File: config.mk
export PLATFORM = sky130hd
export DESIGN_NAME = iru_div_stage
export DESIGN_NICKNAME = d
export VERILOG_FILES = /design/src/hw/rtl/integer_remainder_unit_top_defines.svh /design/src/hw/rtl/iru_pkg.sv /design/src/hw/rtl/iru_div_stage.sv
export SDC_FILE = /design/constraint.sdc
export NUM_CORES = 1
export LEC_CHECK = 0
export BUFFER_PORTS_ARGS = -buffer_cell sky130_fd_sc_hd__buf_4
export CORE_MARGIN = 5
export CORE_UTILIZATION = 55
export CTS_BUF_LIST = sky130_fd_sc_hd__clkbuf_8 sky130_fd_sc_hd__clkbuf_16
export DETAILED_ROUTE_END_ITERATION = 10
export PLACE_DENSITY_LB_ADDON = 0.05
export SLEW_MARGIN = 20
export SYNTH_ARGS = -nofsm -noshare
export SYNTH_HDL_FRONTEND = slang
export SYNTH_SLANG_ARGS = --single-unit
File: constraint.sdc
create_clock -name clk_i -period 1.22 [get_ports clk_i]
set_input_delay 0.366 -clock clk_i [delete_from_list [all_inputs] [get_ports clk_i]]
set_output_delay 0.366 -clock clk_i [all_outputs]
set_load 0.02 [all_outputs]
File: src/hw/rtl/integer_remainder_unit_top_defines.svh
// assertion macros for the remainder unit
`ifndef INTEGER_REMAINDER_UNIT_TOP_DEFINES_SVH
`define INTEGER_REMAINDER_UNIT_TOP_DEFINES_SVH

// implication checked every clock outside reset
`define IRU_ASSERT_IMPL(label, ante, cons) \
  label: assert property (@(posedge clk_i) disable iff (!rst_ni) (ante) |-> (cons)) \
    else $error("assertion failed");

// next-cycle implication checked outside reset
`define IRU_ASSERT_NEXT(label, ante, cons) \
  label: assert property (@(posedge clk_i) disable iff (!rst_ni) (ante) |=> (cons)) \
    else $error("assertion failed");

`endif

File: src/hw/rtl/iru_pkg.sv
package iru_pkg;

  localparam int unsigned DataW  = 64;
  localparam int unsigned DivW   = 32;
  localparam int unsigned NumStg = 64;
  // restoring steps per pipeline stage
  localparam int unsigned BitsPerStg = 4;
  localparam int unsigned NumDivStg  = NumStg / BitsPerStg;

  typedef enum logic [1:0] {
    FUNC_S32 = 2'd0,
    FUNC_S64 = 2'd1,
    FUNC_U32 = 2'd2,
    FUNC_U64 = 2'd3
  } func_e;

  typedef struct packed {
    logic [DataW-1:0] dividend;
    logic [1:0]       func;
    logic [DivW-1:0]  divisor;
  } iru_req_t;

  typedef struct packed {
    logic [DataW-1:0] remainder;
    logic             div_by_zero;
  } iru_rsp_t;

  // per-item control traveling down the pipe
  typedef struct packed {
    logic             neg_res;
    logic             zero;
    logic             wide;
    logic             sgn;
    logic [DataW-1:0] raw;
  } iru_ctl_t;

endpackage

File: src/hw/rtl/iru_div_stage.sv
// four restoring remainder steps, one register stage
module iru_div_stage import iru_pkg::*; (
  input  logic             clk_i,
  input  logic             rst_ni,
  input  logic             en_i,
  input  logic             valid_i,
  input  logic [DataW-1:0] rem_i,
  input  logic [DataW-1:0] quo_i,
  input  logic [DataW-1:0] den_i,
  input  iru_ctl_t         ctl_i,
  output logic             valid_o,
  output logic [DataW-1:0] rem_o,
  output logic [DataW-1:0] quo_o,
  output logic [DataW-1:0] den_o,
  output iru_ctl_t         ctl_o
);

  logic [DataW-1:0] rem_d, quo_d, rem_q, quo_q, den_q;
  logic [DataW:0]   trial;
  iru_ctl_t         ctl_q;
  logic             valid_q;

  // quo holds the dividend bits not yet shifted in; each step moves its top bit into the remainder
  always_comb begin
    rem_d = rem_i;
    quo_d = quo_i;
    trial = '0;
    for (int i = 0; i < BitsPerStg; i++) begin
      trial = {rem_d, quo_d[DataW-1]} - {1'b0, den_i};
      quo_d = {quo_d[DataW-2:0], 1'b0};
      if (!trial[DataW]) begin
        rem_d = trial[DataW-1:0];
      end else begin
        rem_d = {rem_d[DataW-2:0], quo_i[DataW-1-i]};
      end
    end
  end

  always_ff @(posedge clk_i or negedge rst_ni) begin
    if (!rst_ni) begin
      valid_q <= 1'b0;
    end else if (en_i) begin
      valid_q <= valid_i;
    end
  end

  always_ff @(posedge clk_i) begin
    if (en_i) begin
      rem_q <= rem_d;
      quo_q <= quo_d;
      den_q <= den_i;
      ctl_q <= ctl_i;
    end
  end

  assign valid_o = valid_q;
  assign rem_o   = rem_q;
  assign quo_o   = quo_q;
  assign den_o   = den_q;
  assign ctl_o   = ctl_q;

endmodule

==> summary.txt, run 1 <==
Outcome
  • Status: did not finish
  • Stage where the run ended: global routing
  • Error: [ERROR GRT-0116] Global routing finished with congestion. Check the congestion regions in the DRC Viewer.

Global routing
  • GRT Util Overall: 86.8%
  • GRT Residual Overflow: 374
  • Number of global-route vias before repair: 50.2k
  • Global-route wire length before repair: 354000 um
  • Largest net degree at the start of global routing: 36

Die
  • FP Rows: 80
  • I/O Pins: 525
  • Initial Util: 55.8%
  • Die X: 230 um
  • Die H: 230 um

Yosys
  • Async set-or-reset flop fraction in the synthesized netlist: 0.389%
  • Synth Instances: 3124
  • Dominant synthesized flop cell: edfxtp_1
  • EDFF count, synth: 256
  • Synth unique cells: 89
  • Yosys warns: 0
  • Syn avg cell area: 8.55 sq um
  • FF+latch count, synth: 257
  • Register area share after synthesis: 28.9%
  • Syn Std Cell Area: 26700 sq um

Clocking
  • Max Buffers Root-to-Sink: 3
  • CTS Buf Count: 28
  • Clk root buf: clkbuf_16
  • Htree depth: 1
  • CTS sink cnt: 257

Placement
  • Port bufs: 520
  • Dpl cell area: 41100 sq um
  • Global placement routability congestion: 1.13
  • DP Worst Slack: -11930 ps
  • Hpwl dp: 104000 um
  • DP Cell Count: 5387
per-stage QoR:
stage | setup TNS [ps] | hold slack (ps)
CTS | -756720 | 0.983
detailed placement | -748340 | 162
global placement | -727010 | 159
floorplan | -669380 | 70.4
what timing repair did:
item	in CTS
hold buffers	184
gates cloned	8
endpoints found under the hold margin	184
gates resized for setup	249
setup buffers	55
setup endpoints to repair	321
pin swaps	74
cells in the mapped netlist, types with 27 or more instances:
master    instances  area [sq um]
o21bai_1         40           300
a21oi_1         373          1870
xnor2_1         148          1300
a211oi_1         63           473
nand2b_1         31           194
inv_1           136           510
nor2_1          199           747
ha_1            256          3200
o211ai_1         27           203
o21ai_0         232          1160
nor3_1           31           155
a21o_1          136          1020
clkbuf_1        100           375
nor2b_1          40           250
mux2i_1          91           911
and2_1           41           257
mux2_2           68           766
xor2_1           86           753
and3_1           28           175
o21a_1           37           278
edfxtp_1        256          7690
nand4_1          64           400
nand2_1         314          1180
nand3_1          54           270
layer usage:
layer / global-route usage, % / GRT overflow
met3: 79.6 / 34
met2: 97.2 / 152
met5: 56.7 / 3
met1: 85.2 / 40
met4: 86.7 / 145
kinds of logic after synthesis:
| logic type | count (synthesis) | synth area share, % |
|---|---|---|
| xor gates and xnor gates | 239 | 8.09 |
| buffers and inverters | 282 | 4.31 |
| muxes | 161 | 6.38 |
| AOI/OAI and AO/OA | 1077 | 25.2 |
| other | 1 | 0.0140 |
| DFF | 257 | 28.9 |
| adders and majority gates | 260 | 12.3 |
| and+or+nand+nor | 847 | 14.8 |
==> run 2, diff against run 1 <==
- CORE_UTILIZATION: 55 -> 40
- CTS_BUF_LIST: sky130_fd_sc_hd__clkbuf_8 sky130_fd_sc_hd__clkbuf_16 -> unset
- PLACE_DENSITY_LB_ADDON: 0.05 -> 0.15
==> run 2 against run 1 <==
The flow now finishes, with violations (negative setup slack). Synthesized cell count is the same. Synthesized area stayed put.
==> summary.txt, run 2 <==
Yosys
  • FF+latch count, synth: 257 (unchanged)
  • EDFF count, synth: 256 (unchanged)
  • Count leader, synth: a21oi_1
  • Post-synthesis simple-gate area fraction: 14.8% (unchanged)
  • Dominant synthesized flop cell: edfxtp_1
  • Synth Area in Adders: 12.3% (unchanged)
  • Top cells by area, synth: edfxtp_1, ha_1, a21oi_1
  • Largest family of logic cells by synthesized area: compound AO/OA/AOI/OAI gates
  • Yosys warns: 0 (unchanged)
  • Register area share after synthesis: 28.9% (unchanged)
  • Synth top cells by count: a21oi_1, nand2_1, edfxtp_1, ha_1, o21ai_0
  • Top cell type by total area after synthesis: edfxtp_1
  • Post-synthesis mux area share: 6.38% (unchanged)
  • Compound-cell area share of the yosys netlist: 25.2% (unchanged)
  • Syn avg cell area: 8.55 sq um (unchanged)
  • Async set-or-reset flop fraction in the synthesized netlist: 0.389% (unchanged)
  • Synth unique cells: 89 (unchanged)
  • Synth Area in XOR/XNOR: 8.09% (unchanged)
  • Syn Std Cell Area: 26700 sq um (unchanged)
  • Synth Instances: 3124 (unchanged)
  • Synth top area share: 28.8% (unchanged)

Clocking
  • Worst-path clk slew: 60 ps
  • Max Buffers Root-to-Sink: 3 (unchanged)
  • Htree depth: 1 (unchanged)
  • CTS Buf Count: 31 (+11%)
  • CTS sink cnt: 257 (unchanged)
  • Clk_lat worst skew: 610 ps
  • Clk root buf: clkbuf_16
  • CTS tree: yes

Final layout
  • Layout area overhead: 75.7%
  • Filler instances: 5273
  • Fin nets: 5658
  • Commonest non-fill, non-tap cells in the layout: buf_4, a21oi_1, nand2_1, edfxtp_1, ha_1
  • Ratio of cells with drive above 1 in the final layout: 43.9%
  • Max reg flops: 68
  • Commonest non-fill, non-tap cell in the layout: buf_4

Detailed routing
  • DRT Pass-1 Iters: 5
  • Via/cell ratio: 5.35
  • ANT nets after route: 0
  • Routed wire length: 123000 um
  • Drt first-iter violations: 2100
  • Routed wire per std cell: 20.5 um
  • DRC Markers: 0
  • Via count: 32.3k

Global routing
  • GRT Residual Overflow: 0
  • GRT Util Overall: 31.9%
  • Global-route wire length before repair: 180000 um
  • Number of global-route vias before repair: 31.7k
  • Largest net degree at the start of global routing: 55
  • Antenna violations before repair: 1

Timing
  • Fin crit period: 12090 ps
  • Unrepaired setup endpoints after global routing: true
  • Setup violators final: 321
  • Final Hold Fails: 0
  • Setup ws final: -10870 ps
  • Fmax: 0.0827 GHz
  • Clock Skews: 0 ps
  • Relative slew slack: 52.7%
  • Max-slew violations: 0
  • Period utilization: 991%
  • Worst Tran Pin Value: 710 ps

Critical path
  • Crit-path max cell delay: 540 ps
  • Crit path buffers/inverters: 16
  • Worst Path Arrival: 12390 ps
  • CP delay by family, top: compound AO/OA/AOI/OAI gates
  • Critical Path Start Type: primary input
  • WS Path Type: primary input to flip-flop
  • Maximum fanout along the worst path: 7
  • Most frequent CP cell: buf_12
  • Slowest cell on crit path: or4_4
  • CP Capture Type: flip-flop
  • Required time of the critical path: 1520 ps

Outcome
  • Status: complete, but fails checks
  • Failing checks: negative setup slack

Placement
  • Port bufs: 520 (unchanged)
  • Global placement routability congestion: 0.991 (-13%)
  • DP Worst Slack: -12860 ps (-937 ps)
  • Hpwl dp: 99300 um (-4.4%)

Die
  • Die area: 72000 sq um
  • FP Rows: 94 (+18%)
  • Die X: 268 um (+17%)
  • Initial Util: 40.5% (-15 points)
  • I/O Pins: 525 (unchanged)
  • Core area: 66000 sq um
  • Die H: 268 um (+17%)

Run
  • Max-Cap Viols: 0

Worst hold path
  • Worst Hold Class: primary input to flip-flop
run 2: cell counts after synthesis:
No cell type changed its count.
run 2: cell families (layout without fill, tap and decap cells):
logic type	Yosys count	in the layout
multiplexers	161	161
adder cells (fa/ha/maj)	260	260
XOR/XNOR	239	239
other	1	6
AO/OA/AOI/OAI	1077	1077
buffers and inverters	282	2312
flip-flops	257	257
AND/OR/NAND/NOR	847	848
run 2: area by class of cell:
| class | instances | area, sq um | area share (%) |
|---|---|---|---|
| Timing Repair Buffer | 2118 | 17400 | 37.0 |
| Multi-Input combinational cell | 2589 | 19200 | 41.0 |
| Clock buffer | 35 | 791 | 1.69 |
| Tap cell | 864 | 1080 | 2.30 |
| Antenna cell | 2 | 5.00 | 0.0107 |
| Inverter | 137 | 534 | 1.14 |
| Sequential cell | 257 | 7710 | 16.4 |
| Clock inverter | 22 | 218 | 0.464 |
run 2: layer usage:
| layer | wire, um | track usage (%) |
|---|---|---|
| met3 | 8320 | 3.88 |
| met2 | 57600 | 54.3 |
| met1 | 52500 | 42.4 |
| met5 | 0 | 0 |
| met4 | 4970 | 10.8 |
run 2: final timing paths:
path                       cells past startpoint  slack, ps   endpoint  startpoint
max in group asynchronous                      2       1060    valid_o      rst_ni
setup / recovery                              62     -10870  rem_o[24]   quo_i[63]
hold / removal                                 2         40  den_o[11]   den_i[11]
hold reg to reg                                1        530    valid_o     valid_o
min in group asynchronous                      2         70    valid_o      rst_ni
setup reg to reg                               1        460    valid_o     valid_o
run 2: stage by stage:
step,setup TNS (ps),util (%),instances,cell area [sq um],hold slack [ps]
after floorplan,-669380,-,3127,27500,70.4
after CTS,-764390,69.5,5982,45800,15.4
after global routing,-800020,71.1,6023,46900,30.4
final,-767060,71.1,6024,46900,42.4
after global placement,-787080,63.3,5692,41800,152
after detailed placement,-800620,63.3,5692,41800,151
run 2: what timing repair did:
action / 4_1_cts / 5_1_grt
gates resized for setup: 175 / 157
endpoints found under the hold margin: 189 / 0
endpoints found under the setup margin: 321 / 321
setup buffers: 41 / 37
pin swaps: 39 / 67
gates cloned: 5 / 5
hold buffers: 189 / 0
Power of run 2 is not shown: default switching activity piles up to over one toggle a cycle in this logic, so the estimate is an artifact.
==> run 3, diff against run 2 <==
==> constraint.sdc (replaced) <==
create_clock -name clk_i -period 1.22 [get_ports clk_i]
set_input_delay 0.122 -clock clk_i [delete_from_list [all_inputs] [get_ports clk_i]]
set_output_delay 0.122 -clock clk_i [all_outputs]
set_load 0.02 [all_outputs]
==> run 3 against run 2 <==
The run still ends with negative setup slack left. Highest routed layer unchanged. Utilization up 2.7 points. Via count up 1.6%. Die area unchanged. Critical endpoint is now rem_o[47].
==> summary.txt, run 3 (synthesis gave the netlist of run 2 again) <==
Outcome
  • Status: complete, but fails checks
  • Failing checks: negative setup slack

Die
  • I/O Pins: 525 (unchanged)
  • Core area: 66000 sq um (unchanged)
  • Die H: 268 um (unchanged)
  • Initial Util: 40.5% (unchanged)
  • FP Rows: 94 (unchanged)
  • Die area: 72000 sq um (unchanged)
  • Die X: 268 um (unchanged)

Clocking
  • Worst-path clk slew: 60 ps (about the same)
  • Clk_lat worst skew: 640 ps (+30 ps)
  • CTS Buf Count: 31 (unchanged)
  • CTS tree: yes
  • Clk root buf: clkbuf_16
  • Htree depth: 1 (unchanged)
  • CTS sink cnt: 257 (unchanged)
  • Max Buffers Root-to-Sink: 3 (unchanged)

Timing
  • Setup violators final: 321 (unchanged)
  • Final Hold Fails: 0 (unchanged)
  • Period utilization: 976% (-16 points)
  • Fmax: 0.0840 GHz (+1.6%)
  • Clock Skews: 0 ps (unchanged)
  • Setup_tns: -694620 ps (+72440 ps)
  • Max-slew violations: 0 (unchanged)
  • Fin crit period: 11900 ps (-192 ps)
  • Relative slew slack: 63.5% (+11 points)
  • Worst Tran Pin Value: 542 ps (-168 ps)
  • Unrepaired setup endpoints after global routing: true
  • Setup ws final: -10680 ps (+192 ps)

Worst hold path
  • Worst Hold Class: primary input to flip-flop

Placement
  • Dpl cell area: 41900 sq um (+0.15%)
  • Global placement routability congestion: 0.974 (-1.7%)
  • DP Cell Count: 5692 (unchanged)
  • Hpwl dp: 101000 um (+1.3%)
  • Port bufs: 520 (unchanged)

Critical path
  • Worst Path Arrival: 12260 ps (-130 ps)
  • WS Path Type: primary input to flip-flop
  • Critical Path Start Type: primary input
  • Required time of the critical path: 1580 ps (+60 ps)
  • CP Capture Type: flip-flop
  • Slowest cell on crit path: a311oi_4
  • Crit-path max cell delay: 440 ps (-100 ps)
  • Maximum fanout along the worst path: 8 (+1)

Global routing
  • GRT Util Overall: 33.3% (+1.4 points)
  • GRT Residual Overflow: 0 (unchanged)
  • Antenna violations before repair: 5 (+4)
  • Largest net degree at the start of global routing: 47 (-15%)
  • Global-route wire length before repair: 187000 um (+3.8%)
  • Number of global-route vias before repair: 32.5k (+2.7%)

Final layout
  • Commonest non-fill, non-tap cells in the layout: buf_4, a21oi_1, nand2_1, buf_6, edfxtp_1
  • Post-route non-filler standard cell count: 6060 (+0.60%)
  • Fin nets: 5689 (+0.55%)
  • Filler instances: 4924 (-6.6%)
  • Ratio of cells with drive above 1 in the final layout: 45.8% (+1.9 points)
  • Max reg flops: 68 (unchanged)
  • Layout area overhead: 82.3%
  • Design area: 48700 sq um (+3.8%)
  • Commonest non-fill, non-tap cell in the layout: buf_4

Detailed routing
  • Via/cell ratio: 5.41 (+1.0%)
  • Via count: 32.8k (+1.6%)
  • Drt first-iter violations: 2374 (+13%)
  • ANT nets after route: 0 (unchanged)
  • Routed wire length: 129000 um (+4.8%)
  • DRC Markers: 0 (unchanged)
  • Routed wire per std cell: 21.3 um (+4.1%)
  • DRT Pass-1 Iters: 6 (+1)

Run
  • Max-Cap Viols: 0 (unchanged)
-- run 3: changes by cell type in the layout (fill, tap and decap cells not counted), moves of 11 or more --
| cell | before | now |
|---|---|---|
| and2_1 | 41 | 25 |
| a21oi_1 | 347 | 335 |
| a21oi_2 | 22 | 34 |
| and2_4 | 0 | 16 |
| buf_4 | 1771 | 1596 |
| o21ai_2 | 10 | 21 |
| buf_6 | 112 | 289 |
-- run 3: metrics by stage --
stage	util, %	hold slack [ps]	worst slack, ps
floorplan	-	-174	-10290
global placement	63.4	-90.4	-12160
CTS	72.4	20.2	-10390
detailed placement	63.4	-90.7	-12320
global route	73.8	45.4	-11070
finish	73.8	68.8	-10680
-- run 3: final timing paths --
check,startpoint,end,slack [ps],cells past startpoint
worst max register to register,valid_o,valid_o,440,1
min in group asynchronous,rst_ni,valid_o,370,3
worst min-delay path,quo_i[60],rem_o[0],70,4
max in group asynchronous,rst_ni,valid_o,730,3
worst max-delay path,quo_i[63],rem_o[47],-10680,62
worst min register to register,valid_o,valid_o,570,1
-- run 3: layer usage --
layer  track usage (%)  wire length, um  vias up
met3              5.26             9520      297
met4              15.7             7350        0
met1              42.7            53200    15500
met2              55.3            59200     1315
met5                 0                0        -
li1                  -                -    15700
-- run 3: worst max-delay path, delay by kind of cell --
kind                       cells  cell delay [ps]
muxes                          3              770
adders and majority gates      5             1350
AOI/OAI and AO/OA             29             5850
and+or+nand+nor                7             1070
xor gates and xnor gates       4             1080
buffers and inverters         14             1950
-- run 3: final cells by class --
class | instances | area (sq um) | area share, %
antenna | 6 | 15.0 | 0.0308
clock buffer | 34 | 787 | 1.62
clock inverter | 24 | 290 | 0.596
inverter | 137 | 549 | 1.13
multi-input combinational | 2589 | 19600 | 40.2
sequential | 257 | 7710 | 15.8
tap | 864 | 1080 | 2.22
timing repair buffer | 2148 | 18600 | 38.3
timing repair inverter | 1 | 16.3 | 0.0334
-- run 3: what timing repair did --
action                                  CTS  global route
gates resized for setup                 498           146
buffers inserted                         71            18
hold buffers                            197             0
endpoints found under the setup margin  321           321
cloned                                   15            10
endpoints found under the hold margin   210             0
pin swaps                                87            97
Power of run 3 is left out for the same reason.
